===== src/hw/rtl/uqp_pkg.sv =====
// Shared types and constants for the URI query parameter parser.
// No dependencies; imported by uqp_core and uri_query_param_parser.
`default_nettype none

package uqp_pkg;

    localparam int CHAR_BITS    = 8;
    localparam int SIZE_BITS    = 16;
    localparam int STATUS_BITS  = 2;
    localparam int CROP_BITS    = 4;
    localparam int QUAL_BITS    = 7;
    localparam int QACC_BITS    = 8;
    localparam int NAME_OUT_BITS = 12;
    localparam int CFG_IDX_BITS = 1;
    localparam int M_TDATA_BITS = 64;

    // register indexes
    localparam logic [CFG_IDX_BITS-1:0] REG_MAX_WIDTH  = 1'd0;
    localparam logic [CFG_IDX_BITS-1:0] REG_MAX_HEIGHT = 1'd1;
    localparam logic [SIZE_BITS-1:0]    MAX_SIZE_RESET = 16'd4096;

    // parse phase
    localparam logic [1:0] PH_NAME   = 2'd0;
    localparam logic [1:0] PH_PARAMS = 2'd1;
    localparam logic [1:0] PH_ERROR  = 2'd2;

    // selected key
    localparam logic [2:0] KEY_NONE = 3'd0;
    localparam logic [2:0] KEY_W    = 3'd1;
    localparam logic [2:0] KEY_H    = 3'd2;
    localparam logic [2:0] KEY_C    = 3'd3;
    localparam logic [2:0] KEY_Q    = 3'd4;

    // result status
    localparam logic [STATUS_BITS-1:0] ST_OK        = 2'd0;
    localparam logic [STATUS_BITS-1:0] ST_NO_QUERY  = 2'd1;
    localparam logic [STATUS_BITS-1:0] ST_SYNTAX    = 2'd2;
    localparam logic [STATUS_BITS-1:0] ST_SIZE_OOR  = 2'd3;

    // characters
    localparam logic [CHAR_BITS-1:0] CH_QMARK = 8'h3F;
    localparam logic [CHAR_BITS-1:0] CH_W     = 8'h77;
    localparam logic [CHAR_BITS-1:0] CH_H     = 8'h68;
    localparam logic [CHAR_BITS-1:0] CH_C     = 8'h63;
    localparam logic [CHAR_BITS-1:0] CH_Q     = 8'h71;
    localparam logic [CHAR_BITS-1:0] CH_AMP   = 8'h26;
    localparam logic [CHAR_BITS-1:0] CH_EQ    = 8'h3D;
    localparam logic [CHAR_BITS-1:0] CH_ZERO  = 8'h30;
    localparam logic [CHAR_BITS-1:0] CH_NINE  = 8'h39;

    localparam logic [QUAL_BITS-1:0] DEFAULT_QUALITY = 7'd100;
    localparam logic [CROP_BITS-1:0] DEFAULT_CROP    = 4'd1;

    typedef struct packed {
        logic [NAME_OUT_BITS-1:0] name_length;
        logic [QUAL_BITS-1:0]     quality;
        logic [CROP_BITS-1:0]     crop;
        logic [SIZE_BITS-1:0]     height;
        logic [SIZE_BITS-1:0]     width;
        logic [STATUS_BITS-1:0]   status;
    } uqp_result_t;

endpackage

`default_nettype wire


===== src/hw/rtl/uqp_core.sv =====
// Parse state and per-byte next-state / result logic of the URI parser.
// Depends on uqp_pkg.
`default_nettype none

module uqp_core #(
    parameter int ACC_BITS      = 20,
    parameter int NAME_LEN_BITS = 12
) (
    input  wire logic                              aclk,
    input  wire logic                              aresetn,
    input  wire logic                              proc_en,
    input  wire logic [uqp_pkg::CHAR_BITS-1:0]     char_byte,
    input  wire logic                              last_byte,
    input  wire logic [uqp_pkg::SIZE_BITS-1:0]     max_width,
    input  wire logic [uqp_pkg::SIZE_BITS-1:0]     max_height,
    output uqp_pkg::uqp_result_t                   result
);
    import uqp_pkg::*;

    localparam logic [ACC_BITS-1:0]      ACC_CAP  = {ACC_BITS{1'b1}};
    localparam logic [NAME_LEN_BITS-1:0] NAME_CAP = {NAME_LEN_BITS{1'b1}};
    localparam logic [QACC_BITS-1:0]     QACC_CAP = {QACC_BITS{1'b1}};

    logic [1:0]               phase_reg, phase_next;
    logic [2:0]               key_reg, key_next;
    logic [ACC_BITS-1:0]      wacc_reg, wacc_next;
    logic [ACC_BITS-1:0]      hacc_reg, hacc_next;
    logic [CROP_BITS-1:0]     crop_reg, crop_next;
    logic [QACC_BITS-1:0]     qacc_reg, qacc_next;
    logic [NAME_LEN_BITS-1:0] name_reg, name_next;

    logic [CROP_BITS-1:0] digit;
    logic [ACC_BITS+3:0]  w_mul, h_mul;
    logic [QACC_BITS+3:0] q_mul;
    logic                 is_digit;

    assign digit    = char_byte[CROP_BITS-1:0];
    assign is_digit = (char_byte >= CH_ZERO) && (char_byte <= CH_NINE);
    assign w_mul = {wacc_reg, 3'b000} + {2'b00, wacc_reg, 1'b0}
                 + {{ACC_BITS{1'b0}}, digit};
    assign h_mul = {hacc_reg, 3'b000} + {2'b00, hacc_reg, 1'b0}
                 + {{ACC_BITS{1'b0}}, digit};
    assign q_mul = {qacc_reg, 3'b000} + {2'b00, qacc_reg, 1'b0}
                 + {{QACC_BITS{1'b0}}, digit};

    always_comb begin
        phase_next = phase_reg;
        key_next   = key_reg;
        wacc_next  = wacc_reg;
        hacc_next  = hacc_reg;
        crop_next  = crop_reg;
        qacc_next  = qacc_reg;
        name_next  = name_reg;
        if (phase_reg == PH_NAME) begin
            if (char_byte == CH_QMARK) begin
                phase_next = last_byte ? PH_ERROR : PH_PARAMS;
            end else if (name_reg != NAME_CAP) begin
                name_next = name_reg + 1'b1;
            end
        end else if (phase_reg == PH_PARAMS) begin
            if (char_byte == CH_W) begin
                key_next = KEY_W;
            end else if (char_byte == CH_H) begin
                key_next = KEY_H;
            end else if (char_byte == CH_C) begin
                key_next = KEY_C;
            end else if (char_byte == CH_Q) begin
                key_next = KEY_Q;
            end else if (is_digit) begin
                case (key_reg)
                    KEY_W: begin
                        wacc_next = (w_mul > {4'b0000, ACC_CAP}) ? ACC_CAP
                                                                 : w_mul[ACC_BITS-1:0];
                    end
                    KEY_H: begin
                        hacc_next = (h_mul > {4'b0000, ACC_CAP}) ? ACC_CAP
                                                                 : h_mul[ACC_BITS-1:0];
                    end
                    KEY_C: begin
                        crop_next = digit;
                    end
                    KEY_Q: begin
                        qacc_next = (q_mul > {4'b0000, QACC_CAP}) ? QACC_CAP
                                                                  : q_mul[QACC_BITS-1:0];
                    end
                    default: begin
                    end
                endcase
            end else if (char_byte == CH_AMP || char_byte == CH_EQ) begin
                phase_next = PH_PARAMS;
            end else begin
                phase_next = PH_ERROR;
            end
        end
    end

    // result seen on the final byte
    always_comb begin
        result.width   = '0;
        result.height  = '0;
        result.crop    = DEFAULT_CROP;
        result.quality = DEFAULT_QUALITY;
        if (NAME_LEN_BITS >= NAME_OUT_BITS) begin
            result.name_length = name_next[NAME_OUT_BITS-1:0];
        end else begin
            result.name_length = NAME_OUT_BITS'(name_next);
        end
        if (phase_next == PH_NAME) begin
            result.status = ST_NO_QUERY;
        end else if (phase_next == PH_ERROR) begin
            result.status = ST_SYNTAX;
        end else if (wacc_next > ACC_BITS'(max_width) ||
                     hacc_next > ACC_BITS'(max_height)) begin
            result.status = ST_SIZE_OOR;
        end else begin
            result.status = ST_OK;
            result.width  = wacc_next[SIZE_BITS-1:0];
            result.height = hacc_next[SIZE_BITS-1:0];
            result.crop   = crop_next;
            if (qacc_next != '0 && qacc_next < QACC_BITS'(DEFAULT_QUALITY)) begin
                result.quality = qacc_next[QUAL_BITS-1:0];
            end
        end
    end

    always_ff @(posedge aclk) begin
        if (!aresetn || (proc_en && last_byte)) begin
            phase_reg <= PH_NAME;
            key_reg   <= KEY_NONE;
            wacc_reg  <= '0;
            hacc_reg  <= '0;
            crop_reg  <= DEFAULT_CROP;
            qacc_reg  <= '0;
            name_reg  <= '0;
        end else if (proc_en) begin
            phase_reg <= phase_next;
            key_reg   <= key_next;
            wacc_reg  <= wacc_next;
            hacc_reg  <= hacc_next;
            crop_reg  <= crop_next;
            qacc_reg  <= qacc_next;
            name_reg  <= name_next;
        end
    end

    a_clear_after_last: assert property (@(posedge aclk) disable iff (!aresetn)
        (proc_en && last_byte) |=> (phase_reg == PH_NAME && name_reg == '0))
        else $error("parse state not cleared after final beat");

    a_name_phase_clean: assert property (@(posedge aclk) disable iff (!aresetn)
        (phase_reg == PH_NAME) |-> (wacc_reg == '0 && hacc_reg == '0 &&
                                    qacc_reg == '0 && key_reg == KEY_NONE))
        else $error("accumulators touched during name scan");

    a_crop_digit: assert property (@(posedge aclk) disable iff (!aresetn)
        crop_reg <= CROP_BITS'(9))
        else $error("crop holds a non-digit value");

endmodule

`default_nettype wire


===== src/hw/rtl/uri_query_param_parser.sv =====
// Top level of the URI query parameter parser: input beat register,
// limit registers, parse core and result register. Depends on uqp_pkg, uqp_core.
//
//  channel   dir  handshake          payload
//  s_        in   s_tvalid/s_tready  tdata = char_byte, tlast = last_byte
//  m_        out  m_tvalid/m_tready  tdata = status,width,height,crop,quality,name_length
//  cfg_      in   cfg_we             cfg_idx, cfg_wdata
//
// One byte per cycle unless m_ stalls; the result of a final byte is registered onto m_.
// The parse state update (one multiply-by-ten add per accumulator) sets the cycle.
// aresetn is synchronous; limits return to 4096 and the parse state is cleared.
// A stalled result holds the input register, which once full holds s_tready low.
`default_nettype none

module uri_query_param_parser #(
    parameter int ACC_BITS      = 20,
    parameter int NAME_LEN_BITS = 12
) (
    input  wire logic                                 aclk,
    input  wire logic                                 aresetn,
    input  wire logic                                 s_tvalid,
    output      logic                                 s_tready,
    input  wire logic [uqp_pkg::CHAR_BITS-1:0]        s_tdata,  // [7:0] char_byte
    input  wire logic                                 s_tlast,  // last_byte
    output      logic                                 m_tvalid,
    input  wire logic                                 m_tready,
    // [1:0] status, [17:2] width, [33:18] height, [37:34] crop,
    // [44:38] quality, [56:45] name_length, [63:57] zero
    output      logic [uqp_pkg::M_TDATA_BITS-1:0]     m_tdata,
    input  wire logic                                 cfg_we,
    input  wire logic [uqp_pkg::CFG_IDX_BITS-1:0]     cfg_idx,
    input  wire logic [uqp_pkg::SIZE_BITS-1:0]        cfg_wdata
);
    import uqp_pkg::*;

    logic [SIZE_BITS-1:0] max_w_reg, max_h_reg;
    logic                 in_valid_reg;
    logic [CHAR_BITS-1:0] in_char_reg;
    logic                 in_last_reg;
    logic                 out_valid_reg;
    uqp_result_t          out_data_reg;
    uqp_result_t          core_result;
    logic                 out_free, proc_en;

    assign out_free = !out_valid_reg || m_tready;
    assign proc_en  = in_valid_reg && out_free;
    assign s_tready = !in_valid_reg || proc_en;
    assign m_tvalid = out_valid_reg;
    assign m_tdata  = {{(M_TDATA_BITS - $bits(uqp_result_t)){1'b0}}, out_data_reg};

    always_ff @(posedge aclk) begin
        if (!aresetn) begin
            max_w_reg <= MAX_SIZE_RESET;
            max_h_reg <= MAX_SIZE_RESET;
        end else if (cfg_we) begin
            case (cfg_idx)
                REG_MAX_WIDTH:  max_w_reg <= cfg_wdata;
                REG_MAX_HEIGHT: max_h_reg <= cfg_wdata;
                default: begin
                end
            endcase
        end
    end

    always_ff @(posedge aclk) begin
        if (!aresetn) begin
            in_valid_reg <= 1'b0;
        end else if (s_tready) begin
            in_valid_reg <= s_tvalid;
        end
    end

    always_ff @(posedge aclk) begin
        if (s_tvalid && s_tready) begin
            in_char_reg <= s_tdata;
            in_last_reg <= s_tlast;
        end
    end

    uqp_core #(
        .ACC_BITS      (ACC_BITS),
        .NAME_LEN_BITS (NAME_LEN_BITS)
    ) u_core (
        .aclk       (aclk),
        .aresetn    (aresetn),
        .proc_en    (proc_en),
        .char_byte  (in_char_reg),
        .last_byte  (in_last_reg),
        .max_width  (max_w_reg),
        .max_height (max_h_reg),
        .result     (core_result)
    );

    always_ff @(posedge aclk) begin
        if (!aresetn) begin
            out_valid_reg <= 1'b0;
        end else if (out_free) begin
            out_valid_reg <= proc_en && in_last_reg;
        end
    end

    always_ff @(posedge aclk) begin
        if (proc_en && in_last_reg) begin
            out_data_reg <= core_result;
        end
    end

endmodule

`default_nettype wire

===== config.mk =====
export PLATFORM = sky130hd
export DESIGN_NAME = uri_query_param_parser
export DESIGN_NICKNAME = d
export VERILOG_FILES = /design/src/hw/rtl/uqp_pkg.sv /design/src/hw/rtl/uqp_core.sv /design/src/hw/rtl/uri_query_param_parser.sv
export SDC_FILE = /design/constraint.sdc
export NUM_CORES = 1
export LEC_CHECK = 0
export ABC_CLOCK_PERIOD_IN_PS = 11600
export BUFFER_PORTS_ARGS = -buffer_cell sky130_fd_sc_hd__buf_2
export CAP_MARGIN = 20
export CORE_ASPECT_RATIO = 0.8
export CORE_UTILIZATION = 60
export CTS_CLUSTER_SIZE = 12
export DETAILED_ROUTE_END_ITERATION = 10
export GPL_TIMING_DRIVEN = 0
export MAX_ROUTING_LAYER = met4
export PLACE_DENSITY = 0.89
export SLEW_MARGIN = 10
export SYNTH_ARGS = -nofsm -noshare
export SYNTH_HDL_FRONTEND = slang
export SYNTH_SLANG_ARGS = --single-unit
export TNS_END_PERCENT = 20

===== constraint.sdc =====
create_clock -name aclk -period 11.6 [get_ports aclk]
set_input_delay 0.58 -clock aclk [delete_from_list [all_inputs] [get_ports aclk]]
set_output_delay 0.58 -clock aclk [all_outputs]
set_load 0.02 [all_outputs]

==> impl_results.md, run 1 <==
* Area delta synth->final at 12.6%
* Worst reg2reg path depth at 24
* Hold-fix buffers, CTS at 0
* Pre-Repair DR Iteration Count at 6
* Routed Antenna Nets at 0
* Routability cong. at ~0.97
* Seq cells post-synth at approximately 170
* Sink Count at between 150 and 200
* Grt met3 use at around 6.3%
* CP arrival at 7.73 ns
* DP HPWL at 21.7 mm
* Max Cap Viol at 0
* Antenna Cells at 0
* Crit path time final at around 7.5 ns
* Residual DRC count at 0
* Hold depth at 1
* Post-synth top area share at about 18%
* Die X at 154 um
* Share of layout cells above drive strength 1 at 11.9%
* Setup CP Type: reg -> reg
* Largest area contributor in the netlist: dfxtp_1
* Wirelength per Cell at about 18 um
* IO buf count at slightly below 90
* Slowest CP cell: edfxtp_1
* Post-synthesis sequential area ratio at between 30% and 40%
* Mapped Cells at approximately 1300
* Max Clock Freq at about 0.13 GHz
* LEAKAGE at 5.23 nW
* PD cells at ~110 nW/um^2
* Final setup violation count at 0
* Register-to-register setup slack at 4.11 ns
* Post-synth ARST share at 0%
* Hold Crit Class: in -> reg
* Number of global-route vias before repair at between 9000 and 10000
* Worst R2R Start: in_char_reg[3]
* GR Layer Usage met1 at a little over two fifths
* Met2 Use GR at between 40% and 50%
* CP Cell Sequence: fa_1 -> inv_1 -> fa_1 -> nor2b_1 -> o211ai_1 -> nand2_1 -> a21oi_4 -> nor4_2 -> mux2i_1 -> or4_1 -> buf_2 -> clkbuf_1 -> o22a_1 -> ha_1 -> nor2b_1 -> o211ai_1 -> a211o_1 -> o2111ai_1 -> a22oi_1 -> o221ai_1 -> nor4_2 -> nand3_4 -> clkbuf_1 -> nor2_1
* Reg-to-reg critical path endpoint: m_tdata[18]
* CTS tree: done
* WP data required at about 12 ns
* Maximum vdd drop at roughly 90 uV
* Starting Density at between 60% and 70%
* Via count at 10023
* Setup Buffers After CTS at 0
* RSZ-0062 raised after global routing: false
* Worst-path fanout max at 12
* Initial antenna violation count at 0
* Main synth FF type: dfxtp_1
* Drt total wl at about 30 mm
* Clock buffer depth at 2
* Synth area leaders: dfxtp_1 (18%), edfxtp_1 (18%), ha_1 (14%)
* Synth cell types at 77
* Worst skew pair latency at between 0.4 and 0.5 ns
* Worst rel slew slack at a little under half
* Die ar. at between 15000 and 20000 um^2
* Number of vias per cell at roughly 6
* First-pass GRT wire length at ~47 mm
* Run status: complete, no violations
* Hold worst-path end: in_char_reg[2]
* Synth warn at 0
* Clk pin slew, worst setup/hold paths at 0.07 ns
* Core area at ~18000 um^2
* CTS Buf Count at 17
* Synthesized area at between 10000 and 15000 um^2
* CTS HTree Levels at 4
* Height of the chip at 124 um
* Setup TNS at 0 ns
* All-layer global routing usage at between 30% and 40%
* Max reg flops at 57
* Startpoint Class: register
* Period utilization at roughly 65%
* Non-filler instance count after layout at about 1600
* Slew Viols, Final at 0
* GRT busiest layer: met2
* Slew @ Worst Pin at slightly above 0.8 ns
* Mapped Avg Cell Area at 8.73 um^2
* Final net count at ~1600
* Setup Skew at ~0.010 ns
* IO Count at 97
* Largest net degree at the start of global routing at 31
* Cell row count at between 40 and 50
* 1st-iter DRT viols at 861
* CTS-repair resized insts at 0
* DP Cell Count at 1605
* Hold Vio Cnt, Final at 0
* Root buf cell: clkbuf_16
* CP max stage delay at 0.67 ns
* Grt ovf at 0
* Post-synth EDFFs at 66
* Worst hold start: s_tdata[2]
* CP Capture Type: register
cell type report:
| type | count | area [um^2] |
|---|---|---|
| well taps | 230 | 288 |
| flip-flops and latches | 169 | 4040 |
| clock buffers | 22 | 464 |
| inverters | 82 | 308 |
| fillers | 1399 | 5600 |
| plain buffers | 62 | 280 |
| clock inverters | 10 | 166 |
| multi-input cells | 972 | 6550 |
| repair buffers | 90 | 465 |
how the worst max path moves through the flow:
stage	start	end	slack, ns	cells past startpoint
2_1_floorplan	in_char_reg[3]	m_tdata[34]	5.75	24
3_3_place_gp	in_char_reg[3]	m_tdata[18]	4.52	24
3_5_place_dp	in_char_reg[3]	m_tdata[18]	4.37	24
4_1_cts	in_char_reg[3]	m_tdata[18]	4.29	24
5_1_grt	in_char_reg[3]	m_tdata[18]	3.82	24
6_report	in_char_reg[3]	m_tdata[18]	4.11	24
worst max-delay path, delay by kind of cell (launching register included):
family | cells | cell delay (ns)
and+or+nand+nor | 8 | 2.47
muxes | 1 | 0.12
buffers and inverters | 4 | 0.92
adders and majority gates | 3 | 1.45
AOI/OAI and AO/OA | 8 | 1.64
DFF | 1 | 0.67
cells by family (layout without fill, tap and decap cells):
family	Yosys count	after routing	share of synthesized area, %
compound gates	308	308	18.8
xor+xnor	48	48	3.77
fa+ha+maj	132	132	15.2
buf+inv	144	266	5.27
flops	169	169	36.2
mux	15	15	1.40
other cells	1	7	0.0336
simple gates	462	462	19.3
synth_stat cells, types with 11 or more instances:
cell type,number
nand4_1,19
a21oi_1,108
o22a_1,20
nor2_1,115
xor2_1,16
buf_2,11
nor3_1,15
nor2b_1,15
o21a_1,13
a211oi_1,11
nand2_1,197
dfxtp_1,103
a21o_1,15
clkbuf_1,38
o21ai_0,33
edfxtp_1,66
xnor2_1,32
nand3_1,26
inv_1,82
ha_1,126
o211ai_1,13
a21boi_0,33
layout by cell type, fill, tap and decap left out, types with 20 or more instances in the layout:
cell / synthesis / final
inv_1: 82 / 81
o22a_1: 20 / 20
a21boi_0: 33 / 33
buf_2: 11 / 100
dfxtp_1: 103 / 103
o21ai_0: 33 / 33
clkbuf_1: 38 / 41
nor2_1: 115 / 115
nand3_1: 26 / 26
xnor2_1: 32 / 32
ha_1: 126 / 126
a21oi_1: 108 / 108
edfxtp_1: 66 / 66
nand2_1: 197 / 197
metrics by stage:
| step | hold WS, ns | worst slack (ns) | power, mW | area (um^2) | utilization, % |
|---|---|---|---|---|---|
| floorplan | 0.443 | 5.75 | 0.699 | 11200 | - |
| global placement | 0.454 | 4.52 | 0.727 | 11900 | 65.6 |
| detailed placement | 0.459 | 4.37 | 0.730 | 11900 | 65.7 |
| CTS | 0.309 | 4.29 | 1.34 | 12600 | 69.2 |
| global route | 0.308 | 3.82 | 1.37 | 12600 | 69.2 |
| finish | 0.321 | 4.11 | 1.34 | 12600 | 69.2 |
routing by layer:
layer | vias to the layer above | wire length, um
met5 | - | 0
met4 | 0 | 856
met3 | 79 | 2520
met2 | 492 | 13100
met1 | 4676 | 13100
li1 | 4776 | -
report_power, final:
part / internal (mW) / total (mW) / switching [mW]
logic: 0.0276 / 0.0849 / 0.0573
registers: 0.627 / 0.635 / 0.00760
clock network: 0.373 / 0.618 / 0.245
total: 1.03 / 1.34 / 0.310
No activity file was read; power rests on OpenSTA's default activity.
==> inputs of run 2 (changes only) <==
ABC_AREA = 1   (was not set)
ABC_CLOCK_PERIOD_IN_PS = 6890   (was 11600)
clock period = 6.89 ns   (was 11.6 ns; I/O delays follow)
==> impl_results.md, run 2 <==
* Main synth FF type: dfxtp_1
* Worst reg2reg path depth at 32
* Hold Vio Cnt, Final at 0
* Startpoint Class: register
* Routability cong. at 0.978
* Final net count at approximately 1900
* Max Cap Viol at 0
* Cell row count at between 40 and 50
* Pre-Repair DR Iteration Count at 7
* Post-synth ARST share at 0%
* Worst rel slew slack at 54.9%
* Root buf cell: clkbuf_16
* Max reg flops at 57
* CP dominant cell by count: nand2_1
* Worst hold start: s_tlast
* Core area at between 15000 and 20000 um^2
* Worst-path fanout max at 10
* Worst R2R Start: in_char_reg[3]
* DR top layer: met4
* Synth cell count leaders: nand2_1 (322), inv_1 (253), a21oi_1 (137), ha_1 (126), nor2_1 (110)
* Antenna Cells at 0
* DP HPWL at 24.6 mm
* Worst skew pair latency at roughly 0.45 ns
* Slew @ Worst Pin at between 0.6 and 0.7 ns
* Run status: complete, no violations
* First-pass GRT wire length at slightly above 50 mm
* Die ar. at between 20000 and 25000 um^2
* Top-count cell post-synth: nand2_1
* PD cells at just under 200 nW/um^2
* CTS-repair resized insts at 0
* Height of the chip at 128 um
* Maximum vdd drop at between 150 and 200 uV
* Starting Density at slightly above 60%
* IO Count at 97
* CP Capture Type: register
* Max Clock Freq at 0.162 GHz
* Synth area leaders: dfxtp_1 (17%), edfxtp_1 (17%), ha_1 (13%)
* Period utilization at about nine tenths
* Sink Count at about 170
* M1 wire length at about 15 mm
* CTS HTree Levels at 4
* Wirelength per Cell at around 16 um
* Number of global-route vias before repair at approximately 10000
* Setup CP Type: reg -> reg
* CP max stage delay at between 0.6 and 0.7 ns
* Hold-fix buffers, CTS at 0
* LEAKAGE at ~6.6 nW
* Residual DRC count at 0
* All-layer global routing usage at 33.0%
* Commonest non-fill, non-tap cell in the layout: nand2_1
* Initial antenna violation count at 0
* Share of layout cells above drive strength 1 at roughly 13%
* RSZ-0062 raised after global routing: false
* Clock buffer depth at 2
* Reg-to-reg critical path endpoint: m_tdata[33]
* Commonest cells after routing, fill and taps aside: nand2_1 (322), inv_1 (253), a21oi_1 (137)
* Synth warn at 0
* Setup Buffers After CTS at 0
* Slowest CP cell: fa_1
* CTS tree: done
* Hold Crit Class: in -> reg
* Hold depth at 1
* WP data required at about 7 ns
* Seq cells post-synth at 169
* Area delta synth->final at 12.1%
* Largest net degree at the start of global routing at 27
* Grt ovf at 0
* 1st-iter DRT viols at ~1200
* Setup Skew at 0.0160 ns
* CTS Buf Count at 17
* Pwr Total at approximately 2.6 mW
* Synthesized area at 11900 um^2
* Util after Layout at between 60% and 70%
* Die X at approximately 160 um
* Post-synth top area share at approximately 17%
* CP arrival at between 6 and 7 ns
* Largest area contributor in the netlist: dfxtp_1
* Number of vias per cell at 5.71
* Crit path time final at between 6 and 7 ns
* Slew Viols, Final at 0
* Routed Antenna Nets at 0
* Via count at approximately 11000
* Final worst slack at around 0.72 ns
* Clk pin slew, worst setup/hold paths at about 0.07 ns
* Metal3 WL at 2.74 mm
* Setup TNS at 0 ns
* Hold worst-path end: in_last_reg
* Routed wire length on met2 at 13.7 mm
* Synth cell types at a little over 50
* IO buf count at 88
* Post-place instance area at 12700 um^2
* Final setup violation count at 0
* Post-synthesis sequential area ratio at around 34%
* Post-synth EDFFs at 66
* Worst slack at placement at 1.00 ns
* Mapped Cells at between 1500 and 2000
* Mapped Avg Cell Area at around 7.5 um^2
* Design Area, Final at approximately 13000 um^2
* Register-to-register setup slack at slightly above 0.7 ns
* Drt total wl at 32.2 mm
[run 2: cell types whose count changed after synthesis, sizes merged, moves of 20 or more]
cell / delta
a21oi: +28
nand2: +134
inv: +185
a21boi: -32
o22a: -20
nor2: +42
nand3: +43
o21ai: +76
[run 2: metal layers]
| layer | up-vias | track usage, % |
|---|---|---|
| met2 | 545 | 50.2 |
| li1 | 5432 | - |
| met5 | - | - |
| met4 | 0 | 11.7 |
| met1 | 5195 | 44.8 |
| met3 | 74 | 4.98 |
[run 2: cells by family (layout without fill, tap and decap cells)]
logic type / count (synthesis) / count (layout) / share of synthesized area [%]
buffers and inverters: 312 / 434 / 10.3
other: 1 / 7 / 0.0316
adders and majority gates: 132 / 132 / 14.3
xor gates and xnor gates: 35 / 35 / 2.58
AOI/OAI and AO/OA: 309 / 309 / 14.3
and+or+nand+nor: 622 / 622 / 24.0
muxes: 4 / 4 / 0.338
DFF: 169 / 169 / 34.1
[run 2: power breakdown]
part | internal, mW | switching, mW
registers | 1.09 | 0.0425
logic | 0.175 | 0.333
clock network | 0.509 | 0.448
[run 2: worst max path at each step]
stage	start	to	cells after the start
3_5_place_dp	in_char_reg[3]	m_tdata[33]	33
3_3_place_gp	m_tready	u_core.qacc_reg[6]	11
4_1_cts	in_char_reg[3]	m_tdata[33]	32
5_1_grt	in_char_reg[3]	m_tdata[33]	33
2_1_floorplan	in_char_reg[3]	m_tdata[28]	33
6_report	in_char_reg[3]	m_tdata[33]	32
[run 2: final cells by class]
cell class                      instances  area (um^2)
Clock buffer                           19          464
Clock inverter                         13          119
Buffer                                 44          216
Multi-Input combinational cell       1109         6620
Inverter                              268         1010
Fill cell                            1576         5850
Sequential cell                       169         4040
Tap cell                              258          323
Timing Repair Buffer                   90          495
[run 2: stage by stage]
stage,std cells,hold slack [ns]
global placement,1936,0.449
floorplan,1590,0.435
CTS,1970,0.0826
finish,1970,0.0824
detailed placement,1938,0.454
global route,1970,0.0870
[run 2: critical path, delay by kind of cell, from the launching register on]
family	cells	cell delay [ns]
and+or+nand+nor	20	2.47
DFF	1	0.64
adders and majority gates	3	1.44
buffers and inverters	6	0.84
AOI/OAI and AO/OA	3	0.60
==> inputs of run 3 (changes only) <==
SYNTH_HIERARCHICAL = 1   (was not set)
==> impl_results.md, run 3 <==
* Run status: complete, no violations
* Routability cong. at between 1 and 1.5
* Share of layout cells above drive strength 1 at 13.5%
* Maximum vdd drop at ~150 uV
* Combinational share of power at 19.4%
* Crit-path leading delay family: simple AND/OR/NAND/NOR gates
* Filler cells at 1642
* WP buf/inv at 5
* Synthesized area at between 10000 and 15000 um^2
* CP max stage delay at approximately 0.54 ns
* Number of vias per cell at around 5.7
* Synth area leaders: dfxtp_1 (17%), edfxtp_1 (16%), ha_1 (13%)
* WP data required at approximately 7 ns
* First-pass GRT wire length at ~53 mm
* Worst reg2reg path depth at 32
* Worst path depth at 32
* Slew Viols, Final at 0
* LEAKAGE at about 7 nW
* Crit path time final at a little over 6 ns
* Worst skew pair latency at around 0.44 ns
* Commonest cells after routing, fill and taps aside: nand2_1 (342), inv_1 (249), nor2_1 (183)
* Max Clock Freq at between 0.15 and 0.2 GHz
* Setup Buffers After CTS at 0
* CP dominant cell by count: nand2_1
* Height of the chip at 129 um
* Pre-Repair DR Iteration Count at 5
* Sink Count at approximately 170
* Starting Density at about three fifths
* Core area at between 15000 and 20000 um^2
* Util after Layout at between 60% and 70%
* Top-count cell post-synth: nand2_1
* Largest net degree at the start of global routing at 17
* Post-synth EDFFs at 66
* 1st-iter DRT viols at between 1000 and 1500
* Cell row count at between 40 and 50
* Antenna Cells at 0
* DP Cell Count at 2013
* Grt ovf at 0
* IO Count at between 90 and 100
* Hold Vio Cnt, Final at 0
* Post-synth top area share at 17.0%
* Die ar. at around 21000 um^2
* Clock share of power at around 38%
* IO buf count at about 90
* Worst-path fanout max at 10
* Synth warn at 6
* Commonest non-fill, non-tap cell in the layout: nand2_1
* Initial antenna violation count at 0
* CTS HTree Levels at 4
* Routed Antenna Nets at 0
* Seq cells post-synth at 169
* Synth cell types at approximately 50
* Mapped Cells at 1650
* Non-filler instance count after layout at 2045
* DP HPWL at 25.3 mm
* Wirelength per Cell at between 15 and 20 um
* Startpoint Class: register
* Final net count at 1931
* Mapped Avg Cell Area at about 7.3 um^2
* Final setup violation count at 0
* Synth cell count leaders: nand2_1 (342), inv_1 (249), nor2_1 (183), ha_1 (126), a21oi_1 (116)
* Slew @ Worst Pin at ~0.9 ns
* Post-synth ARST share at 0%
* Die X at approximately 160 um
* CTS tree: done
* Period utilization at 88.4%
* Clk pin slew, worst setup/hold paths at roughly 0.070 ns
* Area delta synth->final at 11.9%
* Max reg flops at 57
* Setup TNS at 0 ns
* Number of global-route vias before repair at around 11000
* Max Cap Viol at 0
* CP Capture Type: register
* Power Internal at about 1.8 mW
* Largest area contributor in the netlist: dfxtp_1
* Worst rel slew slack at approximately two fifths
* PD cells at about 190 nW/um^2
* Slowest CP cell: fa_1
* All-layer global routing usage at 33.3%
* Setup Skew at ~0.012 ns
* CTS Buf Count at 17
* RSZ-0062 raised after global routing: false
* Clock buffer depth at 2
* Main synth FF type: dfxtp_1
* Net switching power at just under 0.8 mW
* Hold-fix buffers, CTS at 0
* Post-synthesis sequential area ratio at between 30% and 40%
* Seq pwr share at 43.0%
* Sw Ratio at roughly 30%
* Residual DRC count at 0
* CP arrival at ~6.3 ns
* Hold depth at 1
* Hold Crit Class: in -> reg
* Via count at 11571
* Root buf cell: clkbuf_16
* Drt total wl at roughly 33 mm
* Setup CP Type: reg -> reg
* CTS-repair resized insts at 0
-- run 3: cell count changes after synthesis, sizes merged, moves of 2 or more --
cell	change
a22oi	-11
o31ai	+4
a21oi	-18
nor2	+50
inv	+2
clkbuf	-10
or2	+11
nand4	-9
buf	+12
nand2	+17
xnor2	-2
o21ai	-7
nand3	+28
-- run 3: area by class of cell --
| type | count | area, um^2 | share of cell area (%) |
|---|---|---|---|
| Sequential cell | 169 | 4040 | 29.8 |
| Tap cell | 264 | 330 | 2.44 |
| Inverter | 271 | 1020 | 7.54 |
| Timing Repair Buffer | 93 | 482 | 3.56 |
| Clock buffer | 23 | 490 | 3.62 |
| Clock inverter | 9 | 110 | 0.813 |
| Multi-Input combinational cell | 1170 | 6780 | 50.1 |
| Buffer | 46 | 287 | 2.11 |
-- run 3: cells by family after synthesis --
group,after synthesis,synth area share (%)
AND/OR/NAND/NOR,717,26.4
multiplexers,4,0.331
flip-flops,169,33.4
adder cells (fa/ha/maj),132,14.0
XOR/XNOR,33,2.39
buffers and inverters,317,10.8
other,1,0.0310
AO/OA/AOI/OAI,277,12.6
-- run 3: path summary, 6_finish.rpt --
kind	from	endpoint	slack, ns
worst max-delay path	in_char_reg[3]	m_tdata[43]	0.80
worst min-delay path	s_tdata[7]	in_char_reg[7]	0.08
worst max register to register	in_char_reg[3]	m_tdata[43]	0.80
worst min register to register	u_core/crop_reg[1]	u_core/crop_reg[1]	0.48
-- run 3: per-layer routing --
metal | GRT usage (%) | part of all wire (%)
met5 | - | 0
met4 | 12.9 | 2.7
met3 | 5.44 | 7.9
met2 | 52.3 | 45
met1 | 43.3 | 44
-- run 3: metrics by stage --
stage | area [um^2] | hold slack [ns] | setup WS [ns] | total power, mW
2_1_floorplan | 12100 | 0.442 | 1.96 | 1.50
3_3_place_gp | 12900 | 0.454 | 0.0856 | 1.62
3_5_place_dp | 12900 | 0.472 | 1.01 | 1.64
4_1_cts | 13500 | 0.0752 | 0.961 | 2.62
5_1_grt | 13500 | 0.0740 | 0.343 | 2.74
6_report | 13500 | 0.0847 | 0.797 | 2.63
-- run 3: power by group through the flow --
| stage | clock network (mW) | logic, mW | registers, mW |
|---|---|---|---|
| after floorplan | 0 | 0.356 | 1.15 |
| after global placement | 0 | 0.466 | 1.15 |
| after detailed placement | 0 | 0.490 | 1.15 |
| after CTS | 0.991 | 0.499 | 1.13 |
| after global routing | 1.04 | 0.565 | 1.14 |
| final | 0.989 | 0.510 | 1.13 |
